[src/rtl/cbd_pkg.sv]
// ----------------------------------------------------------------------------
// cbd_pkg: shared types and constants for the chunked body decoder
// Holds the phase and header-parse state codes, report codes and the result
// record that the output queue stores.
// ----------------------------------------------------------------------------
`default_nettype none

package cbd_pkg;

  // Top-level phase of the body parse
  typedef enum logic [1:0] {
    PH_HEADER  = 2'd0,
    PH_DATA    = 2'd1,
    PH_SKIP    = 2'd2,
    PH_STOPPED = 2'd3
  } phase_t;

  // Position inside a chunk size line
  typedef enum logic [2:0] {
    SUB_LEAD    = 3'd0,
    SUB_ZERO    = 3'd1,
    SUB_AFTER_X = 3'd2,
    SUB_DIGITS  = 3'd3,
    SUB_TRAIL   = 3'd4,
    SUB_EXT     = 3'd5,
    SUB_BAD     = 3'd6
  } sub_t;

  // End-of-body report codes
  typedef enum logic [1:0] {
    ST_TERMINATED = 2'd0,
    ST_MALFORMED  = 2'd1,
    ST_TRUNCATED  = 2'd2
  } status_t;

  // Result kind
  typedef enum logic {
    KIND_DATA   = 1'b0,
    KIND_REPORT = 1'b1
  } kind_t;

  // Character codes
  localparam logic [7:0] CH_CR    = 8'h0D;
  localparam logic [7:0] CH_LF    = 8'h0A;
  localparam logic [7:0] CH_SEMI  = 8'h3B;
  localparam logic [7:0] CH_ZERO  = 8'h30;
  localparam logic [7:0] CH_X_LO  = 8'h78;
  localparam logic [7:0] CH_X_UP  = 8'h58;

  // Bits per hex digit
  localparam int unsigned HEX_BITS = 4;

  // One queued result
  typedef struct packed {
    kind_t      kind;
    status_t    status;
    logic [7:0] data;
  } res_t;

endpackage : cbd_pkg

`default_nettype wire

[src/rtl/chunked_body_decoder.sv]
// ----------------------------------------------------------------------------
// chunked_body_decoder: HTTP chunked transfer body decoder
// Parses chunk size lines, passes chunk payload bytes through and reports
// how each body ended on its last byte.
// ----------------------------------------------------------------------------
// The decoder takes one body byte per cycle. Each request is handled in the
// cycle it is accepted: the parse state updates and zero, one or two results
// (a payload byte and/or the end report) are written into a four-entry
// result queue, which drains one result per cycle while the output side takes them.
// in_tready stays high while the queue has room for two results, so with
// the output side taking results the block sustains one byte per cycle;
// only a stalled output side slows it down. The end report comes after the
// payload byte when both fall on the last byte of a body, and the parse
// state returns to its reset value for the next body.
`default_nettype none

module chunked_body_decoder #(
  parameter int unsigned SIZE_BITS = 31
) (
  input  wire logic       clk,
  input  wire logic       rst_n,
  // input requests
  input  wire logic       in_tvalid,
  output logic            in_tready,
  input  wire logic [7:0] in_tdata,   // [7:0] in_byte
  input  wire logic       in_tlast,   // body_end
  // results
  output logic            out_tvalid,
  input  wire logic       out_tready,
  output logic [15:0]     out_tdata,  // [7:0] out_byte, [9:8] end_status, [15:10] zero
  output logic            out_tuser   // out_kind
);

  import cbd_pkg::*;

  localparam int unsigned QDEPTH = 4;
  localparam int unsigned QPTR_W = $clog2(QDEPTH);
  localparam int unsigned QCNT_W = $clog2(QDEPTH + 1);

  typedef struct packed {
    sub_t                 sub;
    logic [SIZE_BITS-1:0] acc;
    logic                 seen;
  } line_t;

  // --------------------------------------------------------------------------
  // Character helpers
  // --------------------------------------------------------------------------
  function automatic logic is_space(input logic [7:0] c);
    return (c == 8'h20) || (c inside {[8'h09:8'h0D]});
  endfunction

  function automatic logic is_hex(input logic [7:0] c);
    return (c inside {[8'h30:8'h39], [8'h41:8'h46], [8'h61:8'h66]});
  endfunction

  function automatic logic [HEX_BITS-1:0] hex_val(input logic [7:0] c);
    logic [7:0] v;
    if (c inside {[8'h30:8'h39]}) begin
      v = c - 8'h30;
    end else if (c inside {[8'h41:8'h46]}) begin
      v = c - 8'h37;
    end else begin
      v = c - 8'h57;
    end
    return v[HEX_BITS-1:0];
  endfunction

  // Shift one digit into the size, flag overflow past SIZE_BITS
  function automatic line_t add_digit(input line_t l, input logic [HEX_BITS-1:0] d);
    line_t o;
    o = l;
    if (|l.acc[SIZE_BITS-1 -: HEX_BITS]) begin
      o.sub = SUB_BAD;
    end else begin
      o.acc  = {l.acc[SIZE_BITS-HEX_BITS-1:0], d};
      o.seen = 1'b1;
      o.sub  = SUB_DIGITS;
    end
    return o;
  endfunction

  // Advance the size line parse by one character
  function automatic line_t feed(input line_t l, input logic [7:0] c);
    line_t o;
    logic  hx;
    logic  sp;
    o  = l;
    hx = is_hex(c);
    sp = is_space(c);
    case (l.sub)
      SUB_LEAD: begin
        if (sp) begin
          o = l;
        end else if (c == CH_SEMI) begin
          o.sub = SUB_EXT;
        end else if (c == CH_ZERO) begin
          o.acc  = '0;
          o.seen = 1'b1;
          o.sub  = SUB_ZERO;
        end else if (hx) begin
          o.acc  = SIZE_BITS'(hex_val(c));
          o.seen = 1'b1;
          o.sub  = SUB_DIGITS;
        end else begin
          o.sub = SUB_BAD;
        end
      end
      SUB_ZERO: begin
        if (c == CH_X_LO || c == CH_X_UP) begin
          o.seen = 1'b0;
          o.sub  = SUB_AFTER_X;
        end else if (hx) begin
          o = add_digit(l, hex_val(c));
        end else if (sp) begin
          o.sub = SUB_TRAIL;
        end else if (c == CH_SEMI) begin
          o.sub = SUB_EXT;
        end else begin
          o.sub = SUB_BAD;
        end
      end
      SUB_AFTER_X: begin
        if (hx) begin
          o = add_digit(l, hex_val(c));
        end else begin
          o.sub = SUB_BAD;
        end
      end
      SUB_DIGITS: begin
        if (hx) begin
          o = add_digit(l, hex_val(c));
        end else if (sp) begin
          o.sub = SUB_TRAIL;
        end else if (c == CH_SEMI) begin
          o.sub = SUB_EXT;
        end else begin
          o.sub = SUB_BAD;
        end
      end
      SUB_TRAIL: begin
        if (sp) begin
          o = l;
        end else if (c == CH_SEMI) begin
          o.sub = SUB_EXT;
        end else begin
          o.sub = SUB_BAD;
        end
      end
      default: begin
        o = l;
      end
    endcase
    return o;
  endfunction

  // --------------------------------------------------------------------------
  // Parse state
  // --------------------------------------------------------------------------
  phase_t               phase_r,   phase_nxt;
  sub_t                 sub_r,     sub_nxt;
  logic                 pend_cr_r, pend_cr_nxt;
  logic [SIZE_BITS-1:0] chunk_r,   chunk_nxt;
  logic [1:0]           skip_r,    skip_nxt;
  logic                 seen_r,    seen_nxt;
  status_t              stop_r,    stop_nxt;

  // Result queue
  res_t              q_mem [QDEPTH];
  logic [QPTR_W-1:0] wr_ptr_r;
  logic [QPTR_W-1:0] rd_ptr_r;
  logic [QCNT_W-1:0] count_r;

  logic       in_fire;
  logic       out_fire;
  res_t       res0;
  res_t       res1;
  logic [1:0] n_res;
  logic [1:0] n_push;
  logic [7:0] c;
  line_t      ln;
  logic       line_done;

  assign c         = in_tdata;
  assign in_tready = (count_r <= QCNT_W'(QDEPTH - 2));
  assign in_fire   = in_tvalid & in_tready;
  assign out_tvalid = (count_r != '0);
  assign out_fire  = out_tvalid & out_tready;

  // Compute next parse state and the results of the byte on the input
  always_comb begin
    phase_nxt   = phase_r;
    sub_nxt     = sub_r;
    pend_cr_nxt = pend_cr_r;
    chunk_nxt   = chunk_r;
    skip_nxt    = skip_r;
    seen_nxt    = seen_r;
    stop_nxt    = stop_r;
    res0        = '{kind: KIND_DATA, status: ST_TERMINATED, data: 8'h00};
    res1        = '{kind: KIND_DATA, status: ST_TERMINATED, data: 8'h00};
    n_res       = 2'd0;
    ln          = '{sub: sub_r, acc: chunk_r, seen: seen_r};
    line_done   = 1'b0;

    case (phase_r)
      PH_HEADER: begin
        // resolve a held CR: line end on LF, else it is plain whitespace
        if (pend_cr_r) begin
          pend_cr_nxt = 1'b0;
          if (c == CH_LF) begin
            line_done = 1'b1;
          end else begin
            ln = feed(ln, CH_CR);
          end
        end
        if (line_done) begin
          if (sub_r == SUB_BAD || !seen_r) begin
            phase_nxt = PH_STOPPED;
            stop_nxt  = ST_MALFORMED;
          end else if (chunk_r == '0) begin
            phase_nxt = PH_STOPPED;
            stop_nxt  = ST_TERMINATED;
          end else begin
            phase_nxt = PH_DATA;
          end
          sub_nxt  = SUB_LEAD;
          seen_nxt = 1'b0;
        end else begin
          if (c == CH_CR) begin
            pend_cr_nxt = 1'b1;
          end else begin
            ln = feed(ln, c);
          end
          sub_nxt   = ln.sub;
          chunk_nxt = ln.acc;
          seen_nxt  = ln.seen;
        end
      end
      PH_DATA: begin
        // pass the payload byte and count down the chunk
        res0      = '{kind: KIND_DATA, status: ST_TERMINATED, data: c};
        n_res     = 2'd1;
        chunk_nxt = chunk_r - SIZE_BITS'(1);
        if (chunk_nxt == '0) begin
          phase_nxt = PH_SKIP;
          skip_nxt  = 2'd2;
        end
      end
      PH_SKIP: begin
        // drop the chunk trailer bytes
        skip_nxt = skip_r - 2'd1;
        if (skip_nxt == 2'd0) begin
          phase_nxt = PH_HEADER;
          sub_nxt   = SUB_LEAD;
          seen_nxt  = 1'b0;
          chunk_nxt = '0;
        end
      end
      default: begin
        phase_nxt = phase_r;
      end
    endcase

    // append the end report and clear state for the next body
    if (in_tlast) begin
      if (n_res == 2'd0) begin
        res0 = '{kind: KIND_REPORT,
                 status: (phase_nxt == PH_STOPPED) ? stop_nxt : ST_TRUNCATED,
                 data: 8'h00};
      end else begin
        res1 = '{kind: KIND_REPORT,
                 status: (phase_nxt == PH_STOPPED) ? stop_nxt : ST_TRUNCATED,
                 data: 8'h00};
      end
      n_res       = n_res + 2'd1;
      phase_nxt   = PH_HEADER;
      sub_nxt     = SUB_LEAD;
      pend_cr_nxt = 1'b0;
      chunk_nxt   = '0;
      skip_nxt    = 2'd0;
      seen_nxt    = 1'b0;
      stop_nxt    = ST_TERMINATED;
    end
  end

  assign n_push = in_fire ? n_res : 2'd0;

  // Hold parse state, advance on each accepted request
  always_ff @(posedge clk) begin
    if (!rst_n) begin
      phase_r   <= PH_HEADER;
      sub_r     <= SUB_LEAD;
      pend_cr_r <= 1'b0;
      chunk_r   <= '0;
      skip_r    <= 2'd0;
      seen_r    <= 1'b0;
      stop_r    <= ST_TERMINATED;
    end else if (in_fire) begin
      phase_r   <= phase_nxt;
      sub_r     <= sub_nxt;
      pend_cr_r <= pend_cr_nxt;
      chunk_r   <= chunk_nxt;
      skip_r    <= skip_nxt;
      seen_r    <= seen_nxt;
      stop_r    <= stop_nxt;
    end
  end

  // Write results into the queue
  always_ff @(posedge clk) begin
    if (n_push != 2'd0) begin
      q_mem[wr_ptr_r] <= res0;
    end
    if (n_push == 2'd2) begin
      q_mem[wr_ptr_r + QPTR_W'(1)] <= res1;
    end
  end

  // Advance queue pointers and fill count
  always_ff @(posedge clk) begin
    if (!rst_n) begin
      wr_ptr_r <= '0;
      rd_ptr_r <= '0;
      count_r  <= '0;
    end else begin
      wr_ptr_r <= wr_ptr_r + QPTR_W'(n_push);
      if (out_fire) begin
        rd_ptr_r <= rd_ptr_r + QPTR_W'(1);
      end
      count_r <= count_r + QCNT_W'(n_push) - QCNT_W'(out_fire);
    end
  end

  // Drive the head of the queue
  assign out_tuser = q_mem[rd_ptr_r].kind;
  assign out_tdata = {6'b0, q_mem[rd_ptr_r].status, q_mem[rd_ptr_r].data};

  // --------------------------------------------------------------------------
  // Assertions
  // --------------------------------------------------------------------------
  a_queue_bound: assert property (@(posedge clk) disable iff (!rst_n)
    count_r <= QCNT_W'(QDEPTH))
    else $error("result queue overflow");

  a_clear_after_end: assert property (@(posedge clk) disable iff (!rst_n)
    (in_fire && in_tlast) |=>
      (phase_r == PH_HEADER && sub_r == SUB_LEAD && !pend_cr_r && chunk_r == '0))
    else $error("state not cleared after body end");

  a_data_nonzero: assert property (@(posedge clk) disable iff (!rst_n)
    (phase_r == PH_DATA) |-> (chunk_r != '0))
    else $error("data phase with empty chunk");

  a_stop_cause: assert property (@(posedge clk) disable iff (!rst_n)
    (phase_r == PH_STOPPED) |-> (stop_r == ST_TERMINATED || stop_r == ST_MALFORMED))
    else $error("stopped with early-end cause");

endmodule : chunked_body_decoder

`default_nettype wire

[config.mk]
export PLATFORM = sky130hd
export DESIGN_NAME = chunked_body_decoder
export DESIGN_NICKNAME = d
export VERILOG_FILES = /design/src/rtl/cbd_pkg.sv /design/src/rtl/chunked_body_decoder.sv
export SDC_FILE = /design/constraint.sdc
export NUM_CORES = 1
export LEC_CHECK = 0
export BUFFER_PORTS_ARGS = -buffer_cell sky130_fd_sc_hd__buf_2
export CAP_MARGIN = 15
export CORE_MARGIN = 2
export CORE_UTILIZATION = 45
export DETAILED_ROUTE_END_ITERATION = 8
export GPL_ROUTABILITY_DRIVEN = 0
export PLACE_DENSITY = 0.61
export SETUP_SLACK_MARGIN = 0.05
export SLEW_MARGIN = 20
export SYNTH_ARGS = -nofsm -noshare
export SYNTH_HDL_FRONTEND = slang
export SYNTH_SLANG_ARGS = --single-unit
export TNS_END_PERCENT = 50
[constraint.sdc]
create_clock -name clk -period 4.02 [get_ports clk]
set_input_delay 0.804 -clock clk [delete_from_list [all_inputs] [get_ports clk]]
set_output_delay 0.804 -clock clk [all_outputs]
set_load 0.03 [all_outputs]
==> impl_metrics.csv, run 1 <==
group,metric,value,unit
critical_path,worst_path_max_delay_cell,"sky130_fd_sc_hd__ha_1",
sta,worst_slew_pin_slew,1030,ps
worst_hold_path,hold-path-cell-count,2,
critical_path,timing.critical_path.fanout_max,14,
place,dp_cells,959,
synthesis,yosys_warnings,0,
synthesis,synthCells,800,
global_routing,grt_pass1_wl,28900,um
synthesis,asyncSetResetFlopFracSynth,0,%
routing,detail_route.iter0.violations,534,
clocking,cts.htree.levels,3,
floorplan,initial_core_utilization,46.4,%
critical_path,worst-r2r-cell-count,10,
synthesis,synth_enable_flop_cells,12,
synthesis,synthesis.area,6460,um2
cells_and_area,fin_util,49.3,%
critical_path,timing.critical_path.to_type,"flop",
clocking,cts.sinks,95,
sta,timing.clock.skew,8.36,ps
cells_and_area,footprint_of_the_multi_input_gates,4030,um2
critical_path,max_stage_delay,540,ps
global_routing,grt_overflow_total,0,
critical_path,path_buf_inv,1,
clocking,ctsLongestPathBuffers,2,
critical_path,setup.reg_to_reg.worst_slack,640,ps
critical_path,worstSetupStartpoint,"chunk_r[1]",
critical_path,cp.arrival,3480,ps
critical_path,reg2reg_from,"chunk_r[1]",
cells_and_area,proportion_of_layout_cells_with_a_drive_suffix_above_1,13.0,%
floorplan,core_area,13900,um2
clocking,clock_tree.root_cell,"sky130_fd_sc_hd__clkbuf_16",
sta,post-route-period-util,84.1,%
global_routing,track_usage,24.1,%
sta,setup_repair_after_global_routing_missed_its_margin,"no",
clocking,cts.repair.resized,0,
sta,slew_viol_final,0,
clocking,tritoncts,"done",
critical_path,category_of_cells_accounting_for_the_largest_share_of_critical_path_delay,"simple AND/OR/NAND/NOR gates",
critical_path,cp_startpoint_kind,"flop",
worst_hold_path,holdCritPathClass,"reg -> reg",
synthesis,synth_flop_cell,"sky130_fd_sc_hd__dfxtp_1",
routing,detailroute.via_count,6032,
place,detailed_place_hpwl,12500,um
run,max_cap_viol_count,0,
sta,setup_viol,0,
cells_and_area,ff_latch_area,2020,um2
routing,wire_length_reported_by_the_detailed_router,17800,um
sta,max_slew_margin,31.2,%
sta,timing.fmax,296,MHz
critical_path,critical_path_class,"reg -> reg",
routing,avgViaCountPerCell,6.19,
status,status,"finished, final reports clean",
synthesis,synth_sequential_area_ratio,31.3,%
global_routing,grt_pass1_vias,5518,
routing,count_of_nets_left_with_antenna_violations_after_detail_routing,0,
routing,detail_route.first_pass.iterations,5,
place,post_dp_cell_area,6600,um2
critical_path,cp_cell_sequence,"inv_1 -> ha_1 -> nor4b_1 -> nand4_1 -> o21a_1 -> nand4bb_1 -> nor4_4 -> nand2_2 -> a22oi_1 -> a21oi_1",
synthesis,synth_seq_cells,95,
pwr,power_density,400,nW/um2
clocking,buffers_inserted_by_post_cts_timing_repair,0,
pwr,p_leak,2.88,nW
clocking,clk-insertion-delay-late,360,ps
worst_hold_path,timing.hold.worst.start,"q_mem[0][3]",
cells_and_area,n_antenna_cell,0,
sta,finalWorstPathRequiredPeriod,3380,ps
synthesis,ys_top_cells_by_area,"sky130_fd_sc_hd__dfxtp_1 (26%), sky130_fd_sc_hd__nor2_1 (6.3%), sky130_fd_sc_hd__edfxtp_1 (5.6%)",
synthesis,yosysTopAreaCell,"sky130_fd_sc_hd__dfxtp_1",
clocking,cts_hold_repair.buffers,0,
cells_and_area,finish.net_count,823,
synthesis,syn_avg_cell_area,8.08,um2
synthesis,synth_most_common_cell,"sky130_fd_sc_hd__nor2_1",
synthesis,synth.top_cells.by_count,"sky130_fd_sc_hd__nor2_1 (108), sky130_fd_sc_hd__dfxtp_1 (83), sky130_fd_sc_hd__a21oi_1 (62), sky130_fd_sc_hd__nand2_1 (57), sky130_fd_sc_hd__o21ai_0 (55)",
sta,setup_tns,0,ps
global_routing,grt_start_max_net_pins,32,
cells_and_area,layout.cells.non_filler,975,
cells_and_area,final_layout_fill_cell_count,1288,
floorplan,placement_rows,43,
critical_path,regToRegEndpoint,"q_mem[0][9]",
sta,timing.final.hold_violations,0,
global_routing,grt_antenna_before_repair,0,
clocking,clk_pin_slew_worst_paths,70,ps
routing,drt_drc_violations_left,0,
critical_path,worst_ep_required_time,4120,ps
cells_and_area,area_delta_synth_final,6.37,%
floorplan,chipHeight,124,um
routing,route.detailed.wl_per_inst,18.3,um
synthesis,ys_types,86,
cells_and_area,final_design_area_no_fill,6870,um2
pwr,worst_vdd_ir,201,uV
floorplan,io-pin-count,32,
place,numPortBuffers,25,
worst_hold_path,min_delay_worst_endpoint,"q_mem[0][3]",
pwr,report.power.total,2.75,mW
floorplan,die_width,124,um
clocking,cts-buffers-inserted,9,
synthesis,netlist.area_leader.share,25.7,%
floorplan,dieArea,15300,um2
-- through the flow --
step	hold slack [ps]	worst slack (ps)
floorplan	449	887
global placement	462	541
detailed placement	474	445
CTS	491	709
global route	509	409
finish	487	640
-- registers in the layout (all words and copies together), names as in the netlist, named ones only --
| register | count |
|---|---|
| count_r | 3 |
| sub_r | 3 |
| chunk_r | 31 |
| seen_r | 1 |
| wr_ptr_r | 2 |
| skip_r | 2 |
| stop_r | 2 |
| pend_cr_r | 1 |
| rd_ptr_r | 2 |
| q_mem | 44 |
| phase_r | 2 |
-- metal layers --
layer	GRT usage, %	part of all wire (%)	up-vias
met5	0	0	-
li1	-	-	2874
met4	9.02	1.7	0
met3	3.94	6.4	21
met2	35.3	44	214
met1	35.3	48	2923
-- layout by cell type, fill, tap and decap left out, types with 14 or more instances in the layout --
master,Yosys,layout
sky130_fd_sc_hd__o21ai_0,55,55
sky130_fd_sc_hd__buf_4,8,15
sky130_fd_sc_hd__nor3_1,27,27
sky130_fd_sc_hd__nand4_1,14,14
sky130_fd_sc_hd__a21oi_1,62,62
sky130_fd_sc_hd__dfxtp_1,83,83
sky130_fd_sc_hd__xor2_1,17,17
sky130_fd_sc_hd__a21o_1,14,14
sky130_fd_sc_hd__nand2_1,57,57
sky130_fd_sc_hd__nand3_1,19,19
sky130_fd_sc_hd__inv_1,22,22
sky130_fd_sc_hd__buf_2,4,25
sky130_fd_sc_hd__ha_1,19,19
sky130_fd_sc_hd__nor2_1,108,108
-- where the power goes --
group	internal, mW	leakage (nW)	switching, mW
Combinational	0.338	1.97	0.507
Sequential	1.00	0.787	0.0798
Clock	0.425	0.123	0.395
Total	1.77	2.88	0.982
-- kinds of logic after synthesis --
group                      synth area share, %
and+or+nand+nor                           25.1
AOI/OAI and AO/OA                         25.3
DFF                                       31.3
buffers and inverters                     6.64
xor gates and xnor gates                  3.66
adders and majority gates                 3.99
muxes                                     3.99
other                                   0.0580
-- area by class of cell --
cell class                 instances  area share, %
multi-input combinational        621           58.6
sequential                        95           29.4
timing repair buffer              40           3.46
clock buffer                      11           3.39
tap                              180           3.28
inverter                          23           1.26
clock inverter                     5          0.583
-- worst max path at each step --
stage	end	slack, ps	cells after the start
global placement	chunk_r[21]	540	11
global route	q_mem[0][9]	410	9
detailed placement	chunk_r[18]	440	11
floorplan	count_r[2]	890	12
finish	q_mem[0][9]	640	10
CTS	q_mem[0][9]	710	10
-- worst register-to-register path, stage by stage, from the launching register on --
cell,delay (ps)
sky130_fd_sc_hd__dfxtp_1,400
sky130_fd_sc_hd__inv_1,200
sky130_fd_sc_hd__ha_1,540
sky130_fd_sc_hd__nor4b_1,320
sky130_fd_sc_hd__nand4_1,220
sky130_fd_sc_hd__o21a_1,230
sky130_fd_sc_hd__nand4bb_1,210
sky130_fd_sc_hd__nor4_4,380
sky130_fd_sc_hd__nand2_2,160
sky130_fd_sc_hd__a22oi_1,320
sky130_fd_sc_hd__a21oi_1,150
Note: power is estimated with default switching activity, not from simulation.
==> run 2, diff against run 1 <==
--- a/config.mk
+++ b/config.mk
@@ -11,7 +11,7 @@
 export CORE_UTILIZATION = 45
 export DETAILED_ROUTE_END_ITERATION = 8
 export GPL_ROUTABILITY_DRIVEN = 0
-export PLACE_DENSITY = 0.61
+export PLACE_DENSITY = 0.63
 export SETUP_SLACK_MARGIN = 0.05
 export SLEW_MARGIN = 20
 export SYNTH_ARGS = -nofsm -noshare
==> constraint.sdc (replaced) <==
create_clock -name clk -period 3 [get_ports clk]
set_input_delay 0.6 -clock clk [delete_from_list [all_inputs] [get_ports clk]]
set_output_delay 0.6 -clock clk [all_outputs]
set_load 0.03 [all_outputs]
==> impl_metrics.csv, run 2 (synthesized netlist as in run 1, its figures left out) <==
group,metric,value,unit
place,post_dp_cell_area,6950,um2
critical_path,path_buf_inv,2,
sta,max_slew_margin,60.0,%
run,max_cap_viol_count,0,
floorplan,placement_rows,43,
place,detailed_place_hpwl,12900,um
global_routing,grt_antenna_before_repair,0,
status,status,"finished, final reports clean",
routing,wire_length_reported_by_the_detailed_router,17900,um
pwr,worst_vdd_ir,277,uV
sta,timing.fmax,364,MHz
clocking,cts.sinks,95,
routing,detail_route.first_pass.iterations,5,
cells_and_area,fin_util,52.1,%
routing,detailroute.via_count,6181,
clocking,cts.htree.levels,3,
cells_and_area,layout.cells.non_filler,1017,
sta,post-route-period-util,91.5,%
sta,setup_viol,0,
cells_and_area,area_delta_synth_final,12.4,%
critical_path,timing.critical_path.mode_cell,"sky130_fd_sc_hd__ha_1",
cells_and_area,proportion_of_layout_cells_with_a_drive_suffix_above_1,18.4,%
sta,hold_ws,483,ps
sta,timing.clock.skew,9.67,ps
critical_path,category_of_cells_accounting_for_the_largest_share_of_critical_path_delay,"adder cells",
critical_path,worst-r2r-cell-count,10,
clocking,tritoncts,"done",
worst_hold_path,min_delay_worst_endpoint,"q_mem[3][7]",
sta,timing.final.hold_violations,0,
critical_path,timing.critical_path.to_type,"flop",
cells_and_area,largest_register_ffs,44,
routing,detail_route.iter0.violations,615,
global_routing,grt_overflow_total,0,
place,dp_cells,1000,
global_routing,grt_pass1_wl,28800,um
critical_path,critical_path_class,"reg -> reg",
critical_path,timing.critical_path.fanout_max,25,
critical_path,setup.reg_to_reg.worst_slack,260,ps
cells_and_area,n_antenna_cell,0,
clocking,ctsLongestPathBuffers,2,
global_routing,grt_pass1_vias,5859,
clocking,cts-buffers-inserted,9,
floorplan,core_area,13900,um2
cells_and_area,mostFrequentLayoutCell,"sky130_fd_sc_hd__nor2_1",
routing,avgViaCountPerCell,6.08,
cells_and_area,final_design_area_no_fill,7260,um2
worst_hold_path,hold-path-cell-count,2,
floorplan,chipHeight,124,um
global_routing,track_usage,23.9,%
routing,route.detailed.wl_per_inst,17.6,um
worst_hold_path,timing.hold.worst.start,"q_mem[3][7]",
critical_path,reg2reg_from,"phase_r[1]",
sta,setup_tns,0,ps
global_routing,grt_start_max_net_pins,31,
place,numPortBuffers,25,
floorplan,die_width,124,um
cells_and_area,finish.net_count,865,
critical_path,worst_ep_required_time,3260,ps
clocking,clk-insertion-delay-late,360,ps
pwr,power_density,522,nW/um2
routing,drt_drc_violations_left,0,
cells_and_area,regMostFlops,"q_mem",
floorplan,dieArea,15300,um2
floorplan,initial_core_utilization,46.4,%
pwr,p_leak,3.11,nW
sta,slew_viol_final,0,
worst_hold_path,holdCritPathClass,"reg -> reg",
critical_path,worst_path_max_delay_cell,"sky130_fd_sc_hd__fa_1",
critical_path,max_stage_delay,450,ps
clocking,clk_pin_slew_worst_paths,70,ps
critical_path,cp_cell_sequence,"inv_1 -> ha_1 -> buf_4 -> ha_1 -> nand2_1 -> ha_1 -> fa_1 -> xor2_1 -> xnor2_1 -> and2_1",
clocking,clock_tree.root_cell,"sky130_fd_sc_hd__clkbuf_16",
floorplan,io-pin-count,32,
critical_path,regToRegEndpoint,"count_r[2]",
sta,worst_slew_pin_slew,599,ps
sta,setup_repair_after_global_routing_missed_its_margin,"no",
critical_path,cp_startpoint_kind,"flop",
routing,count_of_nets_left_with_antenna_violations_after_detail_routing,0,
cells_and_area,most-common-layout-cells,"sky130_fd_sc_hd__nor2_1 (108), sky130_fd_sc_hd__dfxtp_1 (83), sky130_fd_sc_hd__a21oi_1 (62)",
critical_path,cp.arrival,3000,ps
cells_and_area,biggestRegsByFlops,"q_mem: 44 flops, chunk_r: 31 flops",
sta,finalWorstPathRequiredPeriod,2740,ps
==> run 2: changes by cell type in the layout (fill, tap and decap cells not counted), moves of 2 or more <==
cell and delta:
sky130_fd_sc_hd__ha_1 -2, sky130_fd_sc_hd__clkbuf_1 -2, sky130_fd_sc_hd__buf_4 +40, sky130_fd_sc_hd__buf_12 +2, sky130_fd_sc_hd__clkinvlp_4 -2, sky130_fd_sc_hd__inv_8 +2
==> run 2: power breakdown <==
group	internal (mW)	switching, mW	total, mW
sequential	1.35	0.0600	1.41
combinational	0.516	0.746	1.26
clock	0.580	0.548	1.13
==> run 2: through the flow <==
step                      total power [mW]  worst slack [ps]
after global routing                  4.00              28.3
after global placement                2.64               164
final                                 3.80               256
after detailed placement              2.66              95.6
after floorplan                       2.36              73.1
after CTS                             3.79               152
==> run 2: area by class of cell <==
| type | instances | area, um2 |
|---|---|---|
| Fill cell | 1315 | 6670 |
| Multi-Input combinational cell | 621 | 4070 |
| Sequential cell | 95 | 2020 |
| Timing Repair Buffer | 82 | 578 |
| Clock buffer | 9 | 225 |
| Tap cell | 180 | 225 |
| Inverter | 23 | 86.3 |
| Clock inverter | 7 | 60.1 |
==> run 2: worst max-delay path by stage <==
| stage | startpoint | to | slack, ps | cells past startpoint |
|---|---|---|---|---|
| global route | chunk_r[10] | q_mem[3][8] | 30 | 9 |
| CTS | chunk_r[1] | q_mem[1][9] | 150 | 10 |
| global placement | in_tdata[0] | chunk_r[2] | 160 | 10 |
| detailed placement | in_tdata[0] | chunk_r[16] | 100 | 12 |
| finish | phase_r[1] | count_r[2] | 260 | 10 |
| floorplan | phase_r[1] | count_r[2] | 70 | 14 |
==> run 2: layer usage <==
layer	vias to the layer above	GRT usage [%]	share of wire, %
met5	-	0	0
met4	0	9.09	2.0
met3	37	4.58	7.5
met2	262	36.8	45
met1	2919	33.2	46
li1	2963	-	-
==> run 2: repair_timing <==
action / in CTS / in global routing
setup buffers: 0 / 1
hold buffers: 0 / 0
setup endpoints to repair: 0 / 11
gates resized for setup: 0 / 6
==> run 2: worst min-delay path, delay by kind of cell (launching register included) <==
kind	cells	cell delay (ps)
compound gates	1	60
simple gates	1	70
flops	1	320
